==> src/sv/dqap_pkg.sv <==
// ----------------------------------------------------------------------------
// dqap_pkg
// Shared types and constants for the dotted-quad address parser: part phase
// codes, radix codes, the character class bundle and the result bundle.
// ----------------------------------------------------------------------------
package dqap_pkg;

  // part phase codes
  localparam logic [2:0] PH_START  = 3'd0;  // start of part
  localparam logic [2:0] PH_SPACE  = 3'd1;  // white space seen
  localparam logic [2:0] PH_SIGN   = 3'd2;  // sign seen
  localparam logic [2:0] PH_ZERO   = 3'd3;  // leading zero seen
  localparam logic [2:0] PH_HEXPFX = 3'd4;  // "0x" seen
  localparam logic [2:0] PH_DIGITS = 3'd5;  // in digits

  // radix codes
  localparam logic [1:0] BASE_DEC = 2'd0;
  localparam logic [1:0] BASE_OCT = 2'd1;
  localparam logic [1:0] BASE_HEX = 2'd2;

  localparam logic [31:0] ALL_ONES = 32'hFFFF_FFFF;

  localparam logic [7:0] CH_DOT   = 8'h2E;
  localparam logic [7:0] CH_BLANK = 8'h20;
  localparam logic [7:0] CH_PLUS  = 8'h2B;
  localparam logic [7:0] CH_MINUS = 8'h2D;

  // classification of one byte
  typedef struct packed {
    logic       is_dot;
    logic       is_blank;   // exactly 0x20
    logic       is_space;   // 0x20 or 0x09..0x0d
    logic       is_plus;
    logic       is_minus;
    logic       is_x;       // 'x' or 'X'
    logic       is_zero;    // '0'
    logic       oct_ok;
    logic       dec_ok;
    logic       hex_ok;
    logic [3:0] digit;      // digit value when hex_ok
  } char_class_t;

  // one result item
  typedef struct packed {
    logic [31:0] address;
    logic        status;
  } result_t;

endpackage

==> src/sv/dqap_char_decode.sv <==
// ----------------------------------------------------------------------------
// dqap_char_decode
// Combinational classification of one string byte: separators, white space,
// sign, hex prefix letter and digit value with per-radix validity.
// ----------------------------------------------------------------------------
module dqap_char_decode (
  input  logic [7:0]                char_code_i,
  output dqap_pkg::char_class_t     class_o
);

  logic       is_num;
  logic       is_lower;
  logic       is_upper;
  logic [7:0] num_off;
  logic [7:0] lower_off;
  logic [7:0] upper_off;

  // digit ranges
  assign is_num   = (char_code_i >= 8'h30) && (char_code_i <= 8'h39);
  assign is_lower = (char_code_i >= 8'h61) && (char_code_i <= 8'h66);
  assign is_upper = (char_code_i >= 8'h41) && (char_code_i <= 8'h46);

  assign num_off   = char_code_i - 8'd48;
  assign lower_off = char_code_i - 8'd87;
  assign upper_off = char_code_i - 8'd55;

  // class bundle
  always_comb begin
    class_o.is_dot   = (char_code_i == dqap_pkg::CH_DOT);
    class_o.is_blank = (char_code_i == dqap_pkg::CH_BLANK);
    class_o.is_space = (char_code_i == dqap_pkg::CH_BLANK) ||
                       ((char_code_i >= 8'h09) && (char_code_i <= 8'h0D));
    class_o.is_plus  = (char_code_i == dqap_pkg::CH_PLUS);
    class_o.is_minus = (char_code_i == dqap_pkg::CH_MINUS);
    class_o.is_x     = (char_code_i == 8'h78) || (char_code_i == 8'h58);
    class_o.is_zero  = (char_code_i == 8'h30);
    class_o.oct_ok   = (char_code_i >= 8'h30) && (char_code_i <= 8'h37);
    class_o.dec_ok   = is_num;
    class_o.hex_ok   = is_num || is_lower || is_upper;
    if (is_lower) begin
      class_o.digit = lower_off[3:0];
    end else if (is_upper) begin
      class_o.digit = upper_off[3:0];
    end else begin
      class_o.digit = num_off[3:0];
    end
  end

endmodule

==> src/sv/dqap_parse_core.sv <==
// ----------------------------------------------------------------------------
// dqap_parse_core
// Parse state of the current string. Each step applies one byte, or on the
// terminator forms the result and clears the state for the next string.
// ----------------------------------------------------------------------------
module dqap_parse_core (
  input  logic                  clk_i,
  input  logic                  rst_ni,
  input  logic                  step_i,
  input  logic [7:0]            char_code_i,
  input  logic                  end_of_string_i,
  output logic                  res_valid_o,
  output dqap_pkg::result_t     res_o
);

  dqap_pkg::char_class_t cc;

  logic [31:0] sum_q,   sum_d;
  logic [31:0] mag_q,   mag_d;
  logic [1:0]  pnum_q,  pnum_d;
  logic [2:0]  phase_q, phase_d;
  logic [1:0]  base_q,  base_d;
  logic        minus_q, minus_d;
  logic        ovf_q,   ovf_d;
  logic        bad_q,   bad_d;
  logic        ign_q,   ign_d;
  logic [1:0]  seen_q,  seen_d;
  logic        fsp_q,   fsp_d;

  logic [35:0] mag_scaled;
  logic [35:0] mag_next;
  logic [31:0] part_val;
  logic [31:0] part_shifted;
  logic [31:0] sum_plus;
  logic        radix_ok;
  logic        do_dot;
  logic        do_add;
  logic        first_digit;

  dqap_char_decode u_decode (
    .char_code_i (char_code_i),
    .class_o     (cc)
  );

  // radix multiply-add for the next digit
  always_comb begin
    unique case (base_q)
      dqap_pkg::BASE_HEX: mag_scaled = {mag_q, 4'b0};
      dqap_pkg::BASE_OCT: mag_scaled = {1'b0, mag_q, 3'b0};
      default:            mag_scaled = {1'b0, mag_q, 3'b0} + {3'b0, mag_q, 1'b0};
    endcase
    unique case (base_q)
      dqap_pkg::BASE_HEX: radix_ok = cc.hex_ok;
      dqap_pkg::BASE_OCT: radix_ok = cc.oct_ok;
      default:            radix_ok = cc.dec_ok;
    endcase
  end

  assign mag_next = mag_scaled + {32'b0, cc.digit};

  // closing value of the current part, placed at its byte lane
  always_comb begin
    if (ovf_q) begin
      part_val = dqap_pkg::ALL_ONES;
    end else if (minus_q) begin
      part_val = 32'd0 - mag_q;
    end else begin
      part_val = mag_q;
    end
  end

  assign part_shifted = part_val << {pnum_q, 3'b0};
  assign sum_plus     = sum_q + part_shifted;

  // next state and result
  always_comb begin
    sum_d       = sum_q;
    mag_d       = mag_q;
    pnum_d      = pnum_q;
    phase_d     = phase_q;
    base_d      = base_q;
    minus_d     = minus_q;
    ovf_d       = ovf_q;
    bad_d       = bad_q;
    ign_d       = ign_q;
    seen_d      = seen_q;
    fsp_d       = fsp_q;
    do_dot      = 1'b0;
    do_add      = 1'b0;
    first_digit = 1'b0;
    res_valid_o = 1'b0;
    res_o.address = dqap_pkg::ALL_ONES;
    res_o.status  = 1'b1;

    if (step_i && !end_of_string_i) begin
      if (seen_q == 2'd0) begin
        fsp_d = cc.is_blank;
      end
      if (seen_q != 2'd2) begin
        seen_d = seen_q + 2'd1;
      end

      if (!bad_q && !ign_q) begin
        unique case (phase_q)
          dqap_pkg::PH_START, dqap_pkg::PH_SPACE: begin
            if (cc.is_dot && (phase_q == dqap_pkg::PH_START)) begin
              do_dot = 1'b1;
            end else if (cc.is_space) begin
              phase_d = dqap_pkg::PH_SPACE;
            end else if (cc.is_plus || cc.is_minus) begin
              minus_d = cc.is_minus;
              phase_d = dqap_pkg::PH_SIGN;
            end else begin
              first_digit = 1'b1;
            end
          end
          dqap_pkg::PH_SIGN: begin
            first_digit = 1'b1;
          end
          dqap_pkg::PH_ZERO: begin
            if (cc.is_x) begin
              phase_d = dqap_pkg::PH_HEXPFX;
            end else if (cc.is_dot) begin
              do_dot = 1'b1;
            end else if (cc.oct_ok) begin
              do_add  = 1'b1;
              phase_d = dqap_pkg::PH_DIGITS;
            end else begin
              bad_d = 1'b1;
            end
          end
          dqap_pkg::PH_HEXPFX: begin
            if (cc.hex_ok) begin
              base_d  = dqap_pkg::BASE_HEX;
              mag_d   = {28'b0, cc.digit};
              phase_d = dqap_pkg::PH_DIGITS;
            end else begin
              bad_d = 1'b1;
            end
          end
          dqap_pkg::PH_DIGITS: begin
            if (cc.is_dot) begin
              do_dot = 1'b1;
            end else if (radix_ok) begin
              do_add = 1'b1;
            end else begin
              bad_d = 1'b1;
            end
          end
          default: begin
            bad_d = 1'b1;
          end
        endcase

        // first character of the number picks the radix
        if (first_digit) begin
          if (cc.is_zero) begin
            base_d  = dqap_pkg::BASE_OCT;
            phase_d = dqap_pkg::PH_ZERO;
          end else if (cc.dec_ok) begin
            base_d  = dqap_pkg::BASE_DEC;
            mag_d   = {28'b0, cc.digit};
            phase_d = dqap_pkg::PH_DIGITS;
          end else begin
            bad_d = 1'b1;
          end
        end

        // accumulate with saturation
        if (do_add) begin
          if (mag_next[35:32] != 4'd0) begin
            ovf_d = 1'b1;
            mag_d = dqap_pkg::ALL_ONES;
          end else begin
            mag_d = mag_next[31:0];
          end
        end

        // close the part on a separator
        if (do_dot) begin
          sum_d = sum_plus;
          if (pnum_q == 2'd3) begin
            ign_d = 1'b1;
          end else begin
            pnum_d  = pnum_q + 2'd1;
            mag_d   = 32'd0;
            phase_d = dqap_pkg::PH_START;
            base_d  = dqap_pkg::BASE_DEC;
            minus_d = 1'b0;
            ovf_d   = 1'b0;
          end
        end
      end
    end else if (step_i) begin
      res_valid_o = 1'b1;
      priority if (seen_q == 2'd0) begin
        res_o.status = 1'b1;
      end else if ((seen_q == 2'd1) && fsp_q) begin
        res_o.address = 32'd0;
        res_o.status  = 1'b0;
      end else if (bad_q) begin
        res_o.status = 1'b1;
      end else if (ign_q) begin
        res_o.address = sum_q;
        res_o.status  = 1'b0;
      end else if ((phase_q == dqap_pkg::PH_START) || (phase_q == dqap_pkg::PH_ZERO) ||
                   (phase_q == dqap_pkg::PH_DIGITS)) begin
        res_o.address = sum_plus;
        res_o.status  = 1'b0;
      end else begin
        res_o.status = 1'b1;
      end

      // clear for the next string
      sum_d   = 32'd0;
      mag_d   = 32'd0;
      pnum_d  = 2'd0;
      phase_d = dqap_pkg::PH_START;
      base_d  = dqap_pkg::BASE_DEC;
      minus_d = 1'b0;
      ovf_d   = 1'b0;
      bad_d   = 1'b0;
      ign_d   = 1'b0;
      seen_d  = 2'd0;
      fsp_d   = 1'b0;
    end
  end

  // parse state registers
  always_ff @(posedge clk_i or negedge rst_ni) begin
    if (!rst_ni) begin
      sum_q   <= 32'd0;
      mag_q   <= 32'd0;
      pnum_q  <= 2'd0;
      phase_q <= dqap_pkg::PH_START;
      base_q  <= dqap_pkg::BASE_DEC;
      minus_q <= 1'b0;
      ovf_q   <= 1'b0;
      bad_q   <= 1'b0;
      ign_q   <= 1'b0;
      seen_q  <= 2'd0;
      fsp_q   <= 1'b0;
    end else begin
      sum_q   <= sum_d;
      mag_q   <= mag_d;
      pnum_q  <= pnum_d;
      phase_q <= phase_d;
      base_q  <= base_d;
      minus_q <= minus_d;
      ovf_q   <= ovf_d;
      bad_q   <= bad_d;
      ign_q   <= ign_d;
      seen_q  <= seen_d;
      fsp_q   <= fsp_d;
    end
  end

endmodule

==> src/sv/dotted_quad_address_parser_top.sv <==
// ----------------------------------------------------------------------------
// dotted_quad_address_parser_top
// Parses a dotted-quad address string, one byte per transfer, into a 32-bit
// address and a status bit.
// ----------------------------------------------------------------------------
// Usage:
//   Input channel (in_valid_i / in_ready_o) carries char_code_i and
//   end_of_string_i. Each byte of the string is one transfer; a transfer
//   with end_of_string_i high closes the string and yields one result.
//   Output channel (out_valid_o / out_ready_i) carries address_o and
//   status_o (0 parsed, 1 invalid with address all ones).
//   Throughput: one transfer per cycle unless a terminator waits. A byte
//   goes to the input register, then through the parse logic into the state
//   registers; out_valid_o rises from the result register after a terminator.
//   Stall: bytes keep flowing while a result waits; only a terminator waits
//   in the input register until the result register is free, which then
//   holds in_ready_o low.
//   Reset: clears the parse state and both valid flags; the first transfer
//   after reset starts a new string.
// ----------------------------------------------------------------------------
module dotted_quad_address_parser_top (
  input  logic        clk_i,
  input  logic        rst_ni,
  input  logic        in_valid_i,
  output logic        in_ready_o,
  input  logic [7:0]  char_code_i,
  input  logic        end_of_string_i,
  output logic        out_valid_o,
  input  logic        out_ready_i,
  output logic [31:0] address_o,
  output logic        status_o
);

  logic              in_valid_q;
  logic [7:0]        in_char_q;
  logic              in_eos_q;
  logic              step;
  logic              res_valid;
  dqap_pkg::result_t res;
  logic              out_valid_q;
  dqap_pkg::result_t out_q;

  // input register advances unless a terminator meets a full result register
  assign step       = in_valid_q && (!in_eos_q || !out_valid_q || out_ready_i);
  assign in_ready_o = !in_valid_q || step;

  always_ff @(posedge clk_i or negedge rst_ni) begin
    if (!rst_ni) begin
      in_valid_q <= 1'b0;
    end else if (in_ready_o) begin
      in_valid_q <= in_valid_i;
    end
  end

  always_ff @(posedge clk_i) begin
    if (in_valid_i && in_ready_o) begin
      in_char_q <= char_code_i;
      in_eos_q  <= end_of_string_i;
    end
  end

  dqap_parse_core u_core (
    .clk_i           (clk_i),
    .rst_ni          (rst_ni),
    .step_i          (step),
    .char_code_i     (in_char_q),
    .end_of_string_i (in_eos_q),
    .res_valid_o     (res_valid),
    .res_o           (res)
  );

  // result register
  always_ff @(posedge clk_i or negedge rst_ni) begin
    if (!rst_ni) begin
      out_valid_q <= 1'b0;
    end else if (res_valid) begin
      out_valid_q <= 1'b1;
    end else if (out_ready_i) begin
      out_valid_q <= 1'b0;
    end
  end

  always_ff @(posedge clk_i) begin
    if (res_valid) begin
      out_q <= res;
    end
  end

  assign out_valid_o = out_valid_q;
  assign address_o   = out_q.address;
  assign status_o    = out_q.status;

`ifndef SYNTHESIS
  // a new result never overwrites one that has not been taken
  assert property (@(posedge clk_i) disable iff (!rst_ni)
    res_valid |-> (!out_valid_q || out_ready_i))
    else $error("result register overwritten");

  // results come only from a terminator leaving the input register
  assert property (@(posedge clk_i) disable iff (!rst_ni)
    res_valid |-> (in_valid_q && in_eos_q))
    else $error("result without terminator");

  // an invalid string reports all ones
  assert property (@(posedge clk_i) disable iff (!rst_ni)
    (out_valid_o && status_o) |-> (address_o == dqap_pkg::ALL_ONES))
    else $error("invalid status with parsed address");
`endif

endmodule

==> config.mk <==
export PLATFORM = sky130hd
export DESIGN_NAME = dotted_quad_address_parser_top
export DESIGN_NICKNAME = d
export VERILOG_FILES = /design/src/sv/dqap_pkg.sv /design/src/sv/dqap_char_decode.sv /design/src/sv/dqap_parse_core.sv /design/src/sv/dotted_quad_address_parser_top.sv
export SDC_FILE = /design/constraint.sdc
export NUM_CORES = 1
export LEC_CHECK = 0
export ABC_AREA = 1
export BUFFER_PORTS_ARGS = -buffer_cell sky130_fd_sc_hd__buf_2
export CAP_MARGIN = 15
export CORE_AREA = 2 2 158 160
export DETAILED_ROUTE_END_ITERATION = 7
export DIE_AREA = 0 0 160 162
export PLACE_DENSITY = 0.78
export SETUP_SLACK_MARGIN = 0.15
export SYNTH_ARGS = -nofsm -noshare
export SYNTH_HDL_FRONTEND = slang
export SYNTH_SLANG_ARGS = --single-unit
==> constraint.sdc <==
create_clock -name clk_i -period 5.5 [get_ports clk_i]
set_clock_uncertainty 0.1 [all_clocks]
set_input_delay 0.275 -clock clk_i [delete_from_list [all_inputs] [get_ports clk_i]]
set_output_delay 0.275 -clock clk_i [all_outputs]
set_load 0.02 [all_outputs]
Word-level counts from Yosys, hierarchy flattened:

Cells that the tools add are included.

* output and inout bits: 35
* logic and storage cells: 216
* input port bits: 13
* flip-flop bits (word level): 122

* magnitude comparators: 9
* reduce and logical (&&, ||, !) cells: 40
* bitwise logic cells: 1
* mux-type cells: 116
* add/sub/neg operators: 9
* equal/unequal tests: 23
* shift operators: 1

Operator list (count)
* $mux W32: 19
* $pmux W36 S2: 1
* $mux W33: 2
* $mux W1: 55
* $mux W3: 15
* $eq A8 B6 Y1 const B: 5
* $add A35 B33 Y36: 1
* $add A36 B4 Y36: 1
* $add A32 B32 Y32: 1
* $mux W2: 16
* $shl A32 B5 Y32: 1
* $sub A1 B32 Y32 const A: 1
* $eq A8 B7 Y1 const B: 2
* $ge A8 B7 Y1 const B: 2
* $le A8 B6 Y1 const B: 2
* $le A8 B7 Y1 const B: 2
* $ne A2 B2 Y1 const B: 7
* $logic_and A1 B1 Y1: 11
* $logic_or A1 B1 Y1: 10
* $pmux W3 S3: 1
* $ge A8 B4 Y1 const B: 1
* $ge A8 B6 Y1 const B: 1
* $le A8 B4 Y1 const B: 1
* $mux W4: 2
* 22 further kinds: 39

Logic depth before layout (Yosys ltp):

* depth in word-level cells: 15
* gate-level depth with buffers: 33

Modules after synthesis:

A second synthesis with hierarchy kept.

* cell total of the unflattened synthesis: 2186
* area, all modules: 13459.2 sq um

Modules (own cells, without submodules)
* dqap_parse_core: times used 1, cells an instance 2067, sequential area each 1951.9 sq um, area each 11732.5 sq um
* dotted_quad_address_parser_top: times used 1, cells an instance 53, sequential area each 1311.3 sq um, area each 1361.3 sq um
* dqap_char_decode: times used 1, cells an instance 66, sequential area each 0.0 sq um, area each 365.4 sq um

Least setup slack after synthesis:

Ideal clock, no wire load.

* kind: register to register
* start: register u_core.base_q[0]
* end: register u_core.mag_q[9]
* setup time: 128 ps
* slack: 1270 ps
* stages on the path, launching flop included: 31
* required time: 5272 ps
* path buffers: 5
* data arrival time: 4003 ps
* path through: dfrtp_1 -> inv_1 -> ha_1 -> buf_2 -> buf_4 -> buf_2 -> buf_2 -> nand2_1 -> inv_1 -> ha_1 -> inv_1 -> fa_1 -> nor2_1 -> o21ai_2 -> nor2_2 -> nand3_2 -> nor2_2 -> nand2_2 -> nor2_4 -> nand2_2 -> nor2_4 -> nand2_4 -> nor2_4 -> nand2_2 -> nand2_2 -> nand2_4 -> nor2_8 -> buf_12 -> nand3_2 -> nand2_1 -> o21ai_1

* longest elaborated chain between the ends: 12
* elaborated cells on any way between the ends: 17
* classes of those cells: 1 x add/sub; 2 x eq/ne; 13 x mux; 1 x reduce/logical

RTL lines
* start: declaration: line dqap_parse_core.sv:22 `logic [1:0] base_q, base_d;`
* start signal: assignment: line dqap_parse_core.sv:236 `base_q <= dqap_pkg::BASE_DEC;`
* start signal: assignment: line dqap_parse_core.sv:248 `base_q <= base_d;`
* parallel branches: the longest is 7 deep, another holds $add A36 B4 Y36
* $mux W32 *: line dqap_parse_core.sv:170 `if (do_add) begin`
* $mux W32: line dqap_parse_core.sv:182 `if (pnum_q == 2'd3) begin`
* $mux W32 *: line dqap_parse_core.sv:180 `if (do_dot) begin`
* $mux W32 *: line dqap_parse_core.sv:103 `if (!bad_q && !ign_q) begin`
* $mux W32 *: line dqap_parse_core.sv:95 `if (step_i && !end_of_string_i) begin`
* end signal: assignment: line dqap_parse_core.sv:245 `mag_q <= mag_d;`
* end: declaration: line dqap_parse_core.sv:19 `logic [31:0] mag_q, mag_d;`

Every way passes the cells marked *. The select of a mux whose other input is x is not followed.
A chain may end at the register's enable or synchronous reset.

Worst setup path in the final report:

* start: register u_core.mag_q[1]
* end: register out_q (netlist bit address_o[27]), data pin

* longest elaborated chain between the ends: 9

RTL lines
* $sub A1 B32 Y32: line dqap_parse_core.sv:66 `part_val = 32'd0 - mag_q;`
* $mux W32 *: line dqap_parse_core.sv:65 `end else if (minus_q) begin`
* $mux W32 *: line dqap_parse_core.sv:63 `if (ovf_q) begin`
* $shl A32 B5 Y32 *: line dqap_parse_core.sv:72 `assign part_shifted = part_val << {pnum_q, 3'b0};`
* $add A32 B32 Y32 *: line dqap_parse_core.sv:73 `assign sum_plus = sum_q + part_shifted;`
* $mux W32 *: line dqap_parse_core.sv:206 `end else if ((phase_q == dqap_pkg::PH_START) || (phase_q == dqap_pkg::PH_ZERO) ||`
* $mux W33 *: line dqap_parse_core.sv:203 `end else if (ign_q) begin`
* $mux W32 *: line dqap_parse_core.sv:201 `end else if (bad_q) begin`
* $mux W33 *: line dqap_parse_core.sv:198 `end else if ((seen_q == 2'd1) && fsp_q) begin`
* end signal: assignment: line dotted_quad_address_parser_top.sv:85 `out_q <= res;`
* end: declaration: line dotted_quad_address_parser_top.sv:41 `dqap_pkg::result_t out_q;`

Mark *: on every way between the ends. The rest lies on a longest branch, timed or not.

==> flow_metrics.tcl <==
set metrics [dict create \
    status "completed" \
    fin_nets 2236 \
    crit_buf_inv 4 \
    fmax_ghz 0.199 \
    switching_power_mw 1.34 \
    power_density_nw_per_um2 233 \
    cts_max_level 4 \
    antennaDiodeCount 0 \
    finalMaxSlewViolations 0 \
    via_count 14200 \
    track_usage_pct 31.5 \
    synth_most_common_cell "nand2_1" \
    ir_drop_uv 183 \
    grt_pass1_wl_mm 66.5 \
    initial_core_util_pct 55.3 \
    cp.required_ns 5.57 \
    power.total_mw 3.39 \
    ant_nets 0 \
    synthTopCellsByCount "nand2_1 (596), inv_1 (283), a21oi_1 (169), nor2_1 (157), o21ai_0 (145)" \
    synth_fa_ha_area_share_pct 7.49 \
    path_clk_slew_ns 0.06 \
    row_count 57 \
    crit_type "flop to flop" \
    drc 0 \
    antenna_found_initial 0 \
    fill_cells 2340 \
    placed_area_um2 13800 \
    portBuffers 47 \
    synth_nets 2196 \
    fin_crit_ns 5.04 \
    worstPathArrival_ns 5.10 \
    viasPerCell 5.73 \
    synth.area.top_cells "nand2_1 (17%), dfrtp_1 (15%), edfxtp_1 (9.5%), inv_1 (8.0%), ha_1 (7.0%)" \
    pwr-share-comb_pct 37.8 \
    synthArstFlopShare_pct 65.6 \
    dp_hpwl_mm 31.2 \
    critical-path-slowest-cell "dfrtp_1" \
    postLayoutCellArea_um2 14600 \
    fin_crit_sh_pct 91.6 \
    synthMuxAreaShare_pct 0.225 \
    synth_cell_types 55 \
    routed_wirelength_mm 41.2 \
    ys_ff_latch 122 \
    yosysWarnings 0 \
    power.leakage_nw 7.06 \
    synth_top_area_share_pct 16.8 \
    slowest_delay_ns 0.48 \
    core_um2 24100 \
    setup_viol 0 \
    synth_edf_count 42 \
    syn2layout_area_growth_pct 9.45 \
    fin_util_pct 60.5 \
    clockRootBuffer "clkbuf_16" \
    clk_path_buf_depth 2 \
    hold_ws_ns 0.199 \
    globalplace.congestion 0.978 \
    startpoint_type "flop" \
    multi_input_area_um2 8680 \
    tightest_slew_ns 1.17 \
    drt_iter0_markers 1369 \
    die_h_um 162 \
    die_width_um 160 \
    slew_headroom_pct 22.0 \
    yosysTopAreaCell "nand2_1" \
    synth_xor_area_share_pct 2.63 \
    max_cap_violations 0 \
    worst_hold_path_type "input pin to asynchronous set/reset pin" \
    crit_top_cell "nand2_1" \
    yosys.area_share.simple_pct 36.3 \
    grt_overflow 0 \
    pin_count 48 \
    finalHoldViolCount 0 \
    drt_pass1_iterations 7 \
    post_route_cells_drive_above_1_share_pct 10.8 \
    synth_ff_type "dfrtp_1" \
    syn_inst 2105 \
    grt_pass1_vias 13200 \
    clock_sinks 122 \
    p_int_mw 2.05 \
    yosysSeqAreaShare_pct 24.5 \
    wl_per_cell_um 16.6 \
    synth_top_family_by_area "simple AND/OR/NAND/NOR gates" \
    cts_buffers 17 \
    worst_skew_pair.late_latency_ns 0.42 \
    syn_area_um2 13300 \
    reg2reg_slack_ns 0.46 \
    final.setup.tns_ns 0 \
    cp_max_fo 8 \
    grt_max_degree 58 \
    synth_area_per_cell_um2 6.33 \
    regArea_um2 3260 \
    rsz0062_at_grt "true" \
    pwr-share-clk_pct 30.3 \
    pwr-share-seq_pct 31.9 \
    die_area_um2 25900 \
    cp_top_family "simple AND/OR/NAND/NOR gates" \
    cts_tree "built" \
    cp-end-kind "flop" \
    swShare_pct 39.6 \
    synth-compound-area-share_pct 18.0 \
]
-- power by group through the flow --
stage / Clock [mW] / Combinational, mW / Sequential (mW)
2_1_floorplan: 0 / 0.931 / 1.08
3_3_place_gp: 0 / 1.22 / 1.09
3_5_place_dp: 0 / 1.23 / 1.10
4_1_cts: 1.04 / 1.25 / 1.08
5_1_grt: 1.08 / 1.46 / 1.09
6_report: 1.03 / 1.28 / 1.08
-- registers in the layout (all words and copies together), names as in the netlist --
register,flops
address_o,32
u_core.mag_q,32
u_core.sum_q,32
in_char_q,8
u_core.phase_q,3
u_core.base_q,2
u_core.pnum_q,2
u_core.seen_q,2
in_eos_q,1
in_valid_q,1
out_valid_o,1
status_o,1
u_core.bad_q,1
u_core.fsp_q,1
u_core.ign_q,1
u_core.minus_q,1
u_core.ovf_q,1
-- cell type report --
cell class / instances / area share (%)
clock buffer: 25 / 3.40
timing repair buffer: 88 / 4.08
sequential: 122 / 22.4
multi-input combinational: 1620 / 59.5
inverter: 296 / 7.62
tap: 324 / 2.78
clock inverter: 7 / 0.292
-- repair_timing --
item,CTS,global route
hold buffers,12,0
endpoints found under the hold margin,34,0
gates resized for setup,0,10
setup endpoints to repair,0,28
buffers inserted,0,11
-- path summary, 6_finish.rpt --
path                            startpoint               end  cells past startpoint
max                        u_core.mag_q[1]     address_o[27]                     27
min                                 rst_ni  u_core.mag_q[27]                      2
max reg2reg                u_core.mag_q[1]     address_o[27]                     27
min reg2reg                   u_core.fsp_q      u_core.fsp_q                      2
max in group asynchronous           rst_ni  u_core.sum_q[28]                      3
min in group clk_i            u_core.fsp_q      u_core.fsp_q                      2
-- through the flow --
| stage | setup slack, ns | instances |
|---|---|---|
| 6_report | 0.463 | 2482 |
| 3_5_place_dp | 0.414 | 2425 |
| 4_1_cts | 0.396 | 2469 |
| 3_3_place_gp | 0.517 | 2425 |
| 2_1_floorplan | 1.27 | 2105 |
| 5_1_grt | 0.00283 | 2482 |
-- per-layer routing --
metal	wire length, um	GRT usage, %	up-vias
met2	18600	50.6	576
met5	0	0	-
li1	-	-	7025
met3	3220	5.49	62
met1	18700	44.3	6558
met4	675	7.78	0
-- logic make-up (layout without fill, tap and decap cells) --
logic type	count (synthesis)	after routing
mux	3	3
xor+xnor	40	40
fa+ha+maj	78	78
buf+inv	364	416
compound gates	430	430
simple gates	1068	1069
flops	122	122
-- layout by cell type (no fill, tap or decap), drive strengths merged, types with 23 or more instances in the layout --
cell	n
a21oi	170
buf	76
clkbuf	25
dfrtp	80
edfxtp	42
ha	75
inv	294
nand2	636
nand3	177
nor2	183
nor3	41
o21ai	176
o221ai	27
xor2	23
-- worst reg2reg max path, delay by kind of cell, from the launching register on --
family / cells / cell delay, ns
simple gates: 14 / 2.02
fa+ha+maj: 2 / 0.54
flops: 1 / 0.48
buf+inv: 4 / 0.37
compound gates: 7 / 1.23
(Power assumes the default switching activity.)
